===== src/hw/rtl/crcfrc_pkg.sv =====
// Shared types and constants for the framed record checker.
// Holds the status codes, the result struct and the byte-wide CRC-32 update.
// No dependencies.
package crcfrc_pkg;

   localparam int unsigned DATA_W      = 8;
   localparam int unsigned WORD_W      = 32;
   localparam int unsigned CSR_INDEX_W = 8;
   localparam int unsigned COUNT_W     = 4;

   localparam logic [WORD_W-1:0]      CRC_POLY       = 32'hEDB8_8320;
   localparam logic [WORD_W-1:0]      CRC_PRESET     = 32'hFFFF_FFFF;
   localparam logic [WORD_W-1:0]      MAGIC_RESET    = 32'h5446_4152;
   localparam logic [WORD_W-1:0]      VERSION_RESET  = 32'h0000_0001;
   localparam logic [COUNT_W-1:0]     MIN_RECORD_LEN = 4'd12;
   localparam logic [COUNT_W-1:0]     MAGIC_END      = 4'd4;
   localparam logic [COUNT_W-1:0]     VERSION_END    = 4'd8;
   localparam logic [CSR_INDEX_W-1:0] CSR_MAGIC      = 8'd0;
   localparam logic [CSR_INDEX_W-1:0] CSR_VERSION    = 8'd1;

   typedef enum logic [2:0] {
      STATUS_OK,
      STATUS_SHORT,
      STATUS_BAD_MAGIC,
      STATUS_BAD_VERSION,
      STATUS_BAD_CRC
   } status_type;

   typedef struct packed {
      logic       frame_ok;
      status_type status;
   } result_type;

   // One reflected CRC-32 byte update, eight bit steps.
   function automatic logic [WORD_W-1:0] crc_byte(input logic [WORD_W-1:0] crc,
                                                  input logic [DATA_W-1:0] data);
      logic [WORD_W-1:0] c;
      c = crc ^ {{(WORD_W-DATA_W){1'b0}}, data};
      for (int b = 0; b < 8; b++) begin
         c = c[0] ? ((c >> 1) ^ CRC_POLY) : (c >> 1);
      end
      return c;
   endfunction

endpackage


===== src/hw/rtl/crcfrc_engine.sv =====
// Per-record check state: running CRC, tail window, byte count, header flags.
// Produces the record status on the final byte. Depends on crcfrc_pkg.
module crcfrc_engine (
   input  logic                      clock,
   input  logic                      reset,
   input  logic                      step,
   input  logic [7:0]                data_byte,
   input  logic                      last_byte,
   input  logic [31:0]               expected_magic,
   input  logic [31:0]               expected_version,
   output crcfrc_pkg::result_type    result
);
   import crcfrc_pkg::*;

   logic [WORD_W-1:0]  crc_ff, crc_in;
   logic [WORD_W-1:0]  tail_ff, tail_in;
   logic [COUNT_W-1:0] count_ff, count_in;
   logic               magic_bad_ff, magic_bad_in;
   logic               version_bad_ff, version_bad_in;

   logic [DATA_W-1:0]  magic_want;
   logic [DATA_W-1:0]  version_want;
   status_type         status;

   assign magic_want   = expected_magic[{count_ff[1:0], 3'b000} +: DATA_W];
   assign version_want = expected_version[{count_ff[1:0], 3'b000} +: DATA_W];

   always_comb begin
      magic_bad_in   = magic_bad_ff;
      version_bad_in = version_bad_ff;
      if (count_ff < MAGIC_END) begin
         magic_bad_in = magic_bad_ff | (data_byte != magic_want);
      end else if (count_ff < VERSION_END) begin
         version_bad_in = version_bad_ff | (data_byte != version_want);
      end
      crc_in   = (count_ff >= MAGIC_END) ? crc_byte(crc_ff, tail_ff[DATA_W-1:0]) : crc_ff;
      tail_in  = {data_byte, tail_ff[WORD_W-1:DATA_W]};
      count_in = (count_ff < MIN_RECORD_LEN) ? count_ff + 4'd1 : count_ff;

      if (count_in < MIN_RECORD_LEN) begin
         status = STATUS_SHORT;
      end else if (magic_bad_in) begin
         status = STATUS_BAD_MAGIC;
      end else if (version_bad_in) begin
         status = STATUS_BAD_VERSION;
      end else if ((crc_in ^ CRC_PRESET) != tail_in) begin
         status = STATUS_BAD_CRC;
      end else begin
         status = STATUS_OK;
      end
      result.status   = status;
      result.frame_ok = (status == STATUS_OK);
   end

   always_ff @(posedge clock) begin
      if (reset) begin
         crc_ff         <= CRC_PRESET;
         tail_ff        <= '0;
         count_ff       <= '0;
         magic_bad_ff   <= 1'b0;
         version_bad_ff <= 1'b0;
      end else if (step) begin
         if (last_byte) begin
            crc_ff         <= CRC_PRESET;
            tail_ff        <= '0;
            count_ff       <= '0;
            magic_bad_ff   <= 1'b0;
            version_bad_ff <= 1'b0;
         end else begin
            crc_ff         <= crc_in;
            tail_ff        <= tail_in;
            count_ff       <= count_in;
            magic_bad_ff   <= magic_bad_in;
            version_bad_ff <= version_bad_in;
         end
      end
   end

endmodule


===== config.mk =====
export PLATFORM = sky130hd
export DESIGN_NAME = crcfrc_engine
export DESIGN_NICKNAME = d
export VERILOG_FILES = /design/src/hw/rtl/crcfrc_pkg.sv /design/src/hw/rtl/crcfrc_engine.sv
export SDC_FILE = /design/constraint.sdc
export NUM_CORES = 1
export LEC_CHECK = 0
export CELL_PAD_IN_SITES_DETAIL_PLACEMENT = 1
export CELL_PAD_IN_SITES_GLOBAL_PLACEMENT = 1
export CORE_AREA = 2 2 103 105
export CTS_BUF_LIST = sky130_fd_sc_hd__clkbuf_16
export CTS_CLUSTER_DIAMETER = 80
export CTS_CLUSTER_SIZE = 8
export DETAILED_ROUTE_END_ITERATION = 6
export DIE_AREA = 0 0 105 107
export DONT_BUFFER_PORTS = 1
export PLACE_DENSITY_LB_ADDON = 0.1
export SLEW_MARGIN = 20
export SYNTH_ARGS = -nofsm -noshare
export SYNTH_HDL_FRONTEND = slang
export SYNTH_SLANG_ARGS = --single-unit

===== constraint.sdc =====
create_clock -name clock -period 4.18 [get_ports clock]
set_clock_uncertainty 0.05 [all_clocks]
set_input_delay 0.627 -clock clock [delete_from_list [all_inputs] [get_ports clock]]
set_output_delay 0.627 -clock clock [all_outputs]
set_load 0.02 [all_outputs]

==> flow_summary.ini, run 1 <==
[floorplanning]
rows = 37
die_area_um2 = 11240
die_h_um = 107
fp.dieW_um = 105
io_pins = 80
core_area_um2 = 10090
start_util = 0.5301

[sta]
hold_ws_ps = 308.4
setup_viol = 0
max_freq_mhz = 248.1
slew_viol_final = 0
finalCritPeriodShare = 0.9644
period_minus_slack_ps = 4031
maxSlewHeadroom = 0.2865
fin_tns_setup_ps = 0
tightest_slew_ps = 1068
rsz0062_at_grt = false
finalHoldViolCount = 0

[synth]
synth.largest_area_cell = dfxtp_1
async_reset_ff_frac = 0
synth.avg_cell_area_um2 = 9.537
synth_top_cell_area_share = 0.2619
synth_edf_count = 0
synth_cells = 561
synth_warnings = 0
synth_ff_type = dfxtp_1
synth_nets = 638
ys_ff_latch = 70
yosys-top-cells-area = dfxtp_1 26%, xnor2_1 8.3%, mux4_2 6.7%, nand2b_1 5.7%, a21oi_1 4.8%
synth_cell_types = 62
ys_seq_area_frac = 0.2619
syn-cell-area_um2 = 5350

[setup_path]
path_max_fanout = 4
cp.required_ps = 3500
critPathMostFrequentCell = o211ai_1
cp_slowest_cell = xnor3_1
crit_path_max_incr_delay_ps = 480
start_kind = flop
arrival_ps = 3350
critPathKind = reg -> out
cp-end-kind = output pin
crit_path_cell_trace = xor2_2 -> xnor3_1 -> xnor2_1 -> o211ai_1 -> o21ai_0 -> o211ai_1 -> nor4b_2 -> and3b_1

[power_and_ir_drop]
p_leak_nw = 2.093
p_per_area_nw_per_um2 = 282.2
vdd_drop_max_mv = 0.1712

[placement]
dp.cells = 666
dp_hpwl_um = 11860
port_buffers = 0
place.gp.congestion = 0.9483
postPlaceCellArea_um2 = 5429

[final_layout]
num_antenna_cells = 0
area_delta_synth_final_pct = 7.554
fin_nets = 618
layout-drive-gt1-share = 0.1392
design_area_um2 = 5754
final_cells = 682

[clock_network]
htree_levels = 3
root_buffer = clkbuf_16
cts_sinks = 70
cts.path.max_buffers = 2
clk_pin_slew_ps = 60
insertion_delay_ps = 340
cts_setup_buffers = 0
cts_tree = yes
cts_made_buffers = 9

[drt]
drcViolationCount = 0
wl_per_cell_um = 23.96
avgViaCountPerCell = 6.289
ant_nets = 0
wirelength_um = 16340
vias = 4289
dr.pass1.iters = 5
drtIter0Drc = 269

[global_routing]
grt_pass1_vias = 4603
grtUsageTotal = 0.3037
overflow = 0
antenna_found_initial = 0
grt_max_degree = 69
grt_pass1_wl_um = 25760

[flow_run]
maxCapViolCount = 0

[hold_path]
min_path_type = in -> reg

[outcome]
status = finished, final reports clean
-- kinds of logic after synthesis --
family	count (synthesis)	synth area share
AND/OR/NAND/NOR	174	0.1878
AO/OA/AOI/OAI	136	0.1597
XOR/XNOR	111	0.2722
flip-flops	70	0.2619
buffers and inverters	45	0.03368
multiplexers	24	0.08232
adder cells (fa/ha/maj)	1	0.002338
-- layer usage --
metal  part of all wire  global-route usage  wire length (um)
met5                  0                   0                 0
met1               0.42              0.3748              6824
met2               0.49              0.5246              8003
met4              0.030              0.1362               497
met3              0.062             0.04742              1015
-- worst max-delay path, delay by kind of cell (launching register included) --
family	cells	cell delay, ps
XOR/XNOR	3	1080
AND/OR/NAND/NOR	2	640
AO/OA/AOI/OAI	3	840
flip-flops	1	460
-- registers in the layout (all words and copies together), names as in the netlist --
register and flops:
count_ff 4, crc_ff 32, magic_bad_ff 1, tail_ff 32, version_bad_ff 1
-- report_power, final --
part	leakage [nW]	internal [mW]	switching, mW	total, mW
logic	1.38	0.0686	0.0446	0.113
clock network	0.149	0.518	0.310	0.828
registers	0.566	0.673	0.00944	0.682
total	2.09	1.26	0.364	1.62
-- placed cells by master, fill, tap and decap left out, types with 3 or more instances in the layout --
master      n
xnor3_1    11
nand2_1    21
dfxtp_1    70
xnor2_2    10
inv_1       5
nand3b_1   25
xor2_1     21
nor4_1      5
o21bai_1    3
nor2_1     34
buf_4       9
a22oi_1     5
nor2b_1    13
or2_2       7
a21o_1      4
and2_1      3
nand2b_1   49
a211oi_1    6
xnor2_1    51
o22ai_1    23
mux4_2     16
o211ai_1    6
clkbuf_16   9
xnor2_4     7
a21oi_1    51
nand4_1     6
o21ai_0    15
xor3_1      5
mux2i_1     8
xor2_2      4
-- synth_stat cells (3+ instances only) --
library cell / count
a211oi_1: 6
a21o_1: 4
a21oi_1: 51
a22oi_1: 5
and2_1: 3
buf_2: 3
clkbuf_1: 33
dfxtp_1: 70
inv_1: 5
mux2i_1: 8
mux4_2: 16
nand2_1: 21
nand2b_1: 49
nand3b_1: 25
nand4_1: 6
nor2_1: 35
nor2b_1: 13
nor4_1: 5
o211ai_1: 6
o21ai_0: 15
o21bai_1: 3
o22ai_1: 23
or2_2: 7
xnor2_1: 51
xnor2_2: 11
xnor2_4: 6
xnor3_1: 11
xor2_1: 21
xor2_2: 4
xor3_1: 5
-- path summary, 6_finish.rpt --
path,start,slack [ps],end,cells past startpoint
setup / recovery,crc_ff[4],150,result[3],8
hold reg to reg,magic_bad_ff,430,magic_bad_ff,1
hold / removal,reset,310,tail_ff[16],1
setup reg to reg,count_ff[2],1630,crc_ff[11],4
-- final cells by class --
cell class | count | area [um2]
fill | 1157 | 4338
clock buffer | 9 | 225.2
sequential | 70 | 1401
multi-input combinational | 446 | 3782
tap | 136 | 170.2
timing repair buffer | 9 | 67.56
inverter | 5 | 18.77
clock inverter | 7 | 88.84
-- metrics by stage --
stage	power, mW	setup WS, ps	util
2_1_floorplan	0.8079	1039	-
3_3_place_gp	0.8061	557.6	0.5379
3_5_place_dp	0.8095	538.8	0.5379
4_1_cts	1.634	171.7	0.5691
5_1_grt	1.674	24.89	0.5702
6_report	1.624	148.8	0.5702
-- timing repair --
item                       in CTS  in global routing
hold buffers                    0                  0
setup endpoints to repair       0                  1
resized for setup               0                  1
Note: power is estimated with default switching activity, not from simulation.
==> inputs of run 2 (changes only) <==
Settings changed: SETUP_SLACK_MARGIN from default to 0.3.
==> run 2 against run 1 <==
Net effect: total power grew 0.34%; global-route usage grew 0.30 points; hold slack lost 7.1 ps; maximum frequency grew 5.9%; combinational power is essentially flat; clock-buffer cell count is the same; critical path depth grew 1.
==> flow_summary.ini, run 2 (synthesis gave the netlist of run 1 again) <==
[outcome]
status = finished, final reports clean

[placement]
place.gp.congestion = 0.9483
dp.cells = 666
post-place-ws_ps = 538.8
port_buffers = 0
dp_hpwl_um = 11860

[setup_path]
path_buf_inv = 1
cp.required_ps = 3500
path_max_fanout = 5
crit_family = XOR/XNOR gates
start_kind = flop
arrival_ps = 3130
cp_slowest_cell = xnor3_1
crit_path_max_incr_delay_ps = 380
cp-end-kind = output pin
critPathMostFrequentCell = xnor2_4
crit_path_cell_trace = xnor2_4 -> buf_12 -> xnor2_4 -> xor2_2 -> xnor3_1 -> nor4_2 -> a31oi_1 -> nor4b_2 -> and3b_2
critPathKind = reg -> out

[drt]
dr.pass1.iters = 5
drtIter0Drc = 336
avgViaCountPerCell = 6.337
wirelength_um = 17210
wl_per_cell_um = 24.55
ant_nets = 0
vias = 4442
drcViolationCount = 0

[final_layout]
area_delta_synth_final_pct = 13.99
most-common-layout-cells = 62 x dfxtp_1, 50 x a21oi_1, 49 x nand2b_1
final_cells = 701
layout-drive-gt1-share = 0.1947
fin_nets = 637
top_regs = crc_ff: 32 flops, tail_ff: 32 flops, count_ff: 4 flops
num_antenna_cells = 0
mostFrequentLayoutCell = dfxtp_1
nFillCells = 1142

[clock_network]
cts.path.max_buffers = 2
cts_tree = yes
clk_pin_slew_ps = 60
cts_made_buffers = 9
cts-hold-fix-buffers = 0
cts_sinks = 70
insertion_delay_ps = 350
htree_levels = 3
root_buffer = clkbuf_16

[sta]
max_freq_mhz = 262.8
slew_viol_final = 0
finalHoldViolCount = 0
setup_ws_ps = 374.2
rsz0062_at_grt = false
fin_tns_setup_ps = 0
maxSlewHeadroom = 0.3197
hold_ws_ps = 301.3
finalCritPeriodShare = 0.9105
setup_viol = 0
tightest_slew_ps = 1018
period_minus_slack_ps = 3806

[global_routing]
use_met1 = 0.3807
antenna_found_initial = 0
grt_max_degree = 69
overflow = 0
busiest_layer = met2
met3_usage = 0.04985
grt_use_met2 = 0.5246
grt_pass1_wl_um = 26010
grtUsageTotal = 0.3067
grt_pass1_vias = 4619

[power_and_ir_drop]
p_leak_nw = 2.240
p_per_area_nw_per_um2 = 267.1
power.total_mw = 1.629
vdd_drop_max_mv = 0.1720

[floorplanning]
rows = 37
die_h_um = 107
core_area_um2 = 10090
io_pins = 80
die_area_um2 = 11240
start_util = 0.5301
fp.dieW_um = 105

[hold_path]
min_path_type = in -> reg

[flow_run]
maxCapViolCount = 0
-- run 2: cell types whose count changed in the layout (fill, tap and decap cells not counted), sizes merged --
cell	change
buf	+19
-- run 2: worst paths after layout --
path / slack (ps) / cells after the start / start / to
max: 370 / 9 / crc_ff[6] / result[3]
min: 300 / 1 / reset / tail_ff[0]
max reg2reg: 1850 / 4 / count_ff[2] / crc_ff[18]
min reg2reg: 430 / 1 / magic_bad_ff / magic_bad_ff
-- run 2: area by class of cell --
type	count	area, um2	area share
Multi-Input combinational cell	446	3908	0.6407
Sequential cell	70	1411	0.2314
Timing Repair Buffer	28	276.5	0.04534
Clock buffer	9	225.2	0.03693
Tap cell	136	170.2	0.02790
Clock inverter	7	88.84	0.01457
Inverter	5	18.77	0.003078
-- run 2: per-stage QoR --
stage | area [um2] | utilization
after global placement | 5429 | 0.5379
after detailed placement | 5429 | 0.5379
after floorplan | 5350 | -
after global routing | 6098 | 0.6043
final | 6098 | 0.6043
after CTS | 5873 | 0.5819
-- run 2: repair_timing --
action                     CTS  global route
setup endpoints to repair    2             2
gates resized for setup      6            21
buffers inserted             8            11
pin swaps                    4             5
-- run 2: report_power, final --
part           leakage (nW)  internal [mW]  switching (mW)
sequential            0.566          0.673         0.00970
combinational          1.53         0.0703          0.0458
clock                 0.149          0.518           0.313
total                  2.24           1.26           0.368
-- run 2: routing by layer --
metal / part of all wire / vias up / routed length (um)
met5: 0 / - / 0
met2: 0.49 / 201 / 8517
met1: 0.41 / 2203 / 6989
li1: - / 1999 / -
met3: 0.065 / 39 / 1118
met4: 0.034 / 0 / 584
==> inputs of run 3 (changes only) <==
Settings changed: CORE_AREA 2 2 103 105 to 2 2 115 95, DIE_AREA 0 0 105 107 to 0 0 117 97.
==> run 3 against run 2 <==
Net effect: clock-buffer cell count unchanged; hold slack better by 4.2 ps; largest cell class unchanged; total power down 4.8%; critical path depth down 1.
==> flow_summary.ini, run 3 (synthesis gave the netlist of run 1 again) <==
[outcome]
status = finished, final reports clean

[floorplanning]
die_area_um2 = 11350
die_h_um = 97
io_pins = 80
rows = 33
fp.dieW_um = 117
core_area_um2 = 10120
start_util = 0.5289

[setup_path]
path_buf_inv = 0
crit_path_start = tail_ff[7]
cp_slowest_cell = a2111oi_1
r2r-start = tail_ff[7]
cp.required_ps = 3500
crit_path_cell_trace = xnor2_4 -> xnor2_4 -> xor2_4 -> xor2_1 -> a2111oi_1 -> o211ai_1 -> nor4b_2 -> and3b_2
crit_family = XOR/XNOR gates
start_kind = flop
critPathMostFrequentCell = xnor2_4
cp-end-kind = output pin
critPathKind = reg -> out
path_max_fanout = 6
crit_path_max_incr_delay_ps = 510
arrival_ps = 3170

[sta]
setup_viol = 0
finalHoldViolCount = 0
finalCritPeriodShare = 0.9203
period_minus_slack_ps = 3847
slew_viol_final = 0
fin_tns_setup_ps = 0
max_freq_mhz = 259.9
tightest_slew_ps = 1032
rsz0062_at_grt = false
setup_ws_ps = 333.0
maxSlewHeadroom = 0.2940

[flow_run]
maxCapViolCount = 0

[drt]
ant_nets = 0
drcViolationCount = 0
wl_per_cell_um = 25.30
avgViaCountPerCell = 6.294
vias = 4406
drtIter0Drc = 454
wirelength_um = 17710
dr.pass1.iters = 5

[final_layout]
nFillCells = 1086
area_delta_synth_final_pct = 13.68
fin_nets = 632
num_antenna_cells = 0
most-common-layout-cells = 61 x dfxtp_1, 50 x xnor2_1, 50 x a21oi_1
layout-drive-gt1-share = 0.1821
mostFrequentLayoutCell = dfxtp_1
top_regs = crc_ff: 32 flops, tail_ff: 32 flops, count_ff: 4 flops

[hold_path]
min_path_type = in -> reg
hp-start = reset

[clock_network]
cts_made_buffers = 9
insertion_delay_ps = 340
cts_sinks = 70
cts.path.max_buffers = 2
cts_tree = yes
clk_pin_slew_ps = 60
cts-hold-fix-buffers = 0
root_buffer = clkbuf_16
htree_levels = 3

[placement]
post-place-ws_ps = 281.0
port_buffers = 0
dp_hpwl_um = 12560
place.gp.congestion = 0.9927

[power_and_ir_drop]
vdd_drop_max_mv = 0.3066
p_leak_nw = 2.203
p_per_area_nw_per_um2 = 254.9

[global_routing]
grt_pass1_wl_um = 26540
grtUsageTotal = 0.3184
overflow = 0
antenna_found_initial = 0
grt_pass1_vias = 4441
grt_max_degree = 69
==> run 3: cell count changes in the layout (fill, tap and decap cells not counted), moves of 2 or more <==
cell	delta
xor2_1	+2
xor2_2	-3
nor4_1	-2
inv_1	+2
xnor2_2	-5
buf_4	-5
xnor2_1	+2
xnor2_4	+3
==> run 3: cell type report <==
type / count / area (um2) / area share
inverter: 5 / 18.77 / 0.003086
clock inverter: 7 / 57.56 / 0.009463
timing repair buffer: 23 / 239.0 / 0.03929
sequential: 70 / 1413 / 0.2323
tap: 140 / 175.2 / 0.02880
multi-input combinational: 446 / 3954 / 0.6501
clock buffer: 9 / 225.2 / 0.03703
==> run 3: routing by layer <==
| layer | vias up | track usage | wire [um] |
|---|---|---|---|
| li1 | 1994 | - | - |
| met1 | 2187 | 0.4192 | 7229 |
| met2 | 185 | 0.4953 | 8386 |
| met3 | 40 | 0.08772 | 1528 |
| met4 | 0 | 0.1222 | 565 |
| met5 | - | 0 | 0 |
==> run 3: final timing paths <==
| check | slack (ps) | depth (start not counted) | end |
|---|---|---|---|
| setup / recovery | 330 | 8 | result[3] |
| hold / removal | 310 | 1 | tail_ff[17] |
| setup reg to reg | 1690 | 7 | crc_ff[5] |
| hold reg to reg | 430 | 1 | magic_bad_ff |
==> run 3: repair_timing <==
item	in CTS	in global routing
pin swaps	3	12
setup buffers	4	10
endpoints found under the setup margin	2	2
gates resized for setup	7	26
cloned	0	0
==> run 3: power by group <==
part / internal (mW) / switching, mW
Combinational: 0.0700 / 0.0486
Sequential: 0.673 / 0.0101
Clock: 0.452 / 0.296
==> run 3: stage by stage <==
step / power (mW) / utilization / instances / area [um2] / hold slack [ps]
detailed placement: 0.8119 / 0.5372 / 670 / 5434 / 415.1
CTS: 1.556 / 0.5751 / 690 / 5818 / 298.9
floorplan: 0.8079 / - / 561 / 5350 / 395.6
global route: 1.606 / 0.6012 / 700 / 6082 / 287.9
finish: 1.550 / 0.6012 / 700 / 6082 / 305.5
global placement: 0.8075 / 0.5372 / 670 / 5434 / 407.3
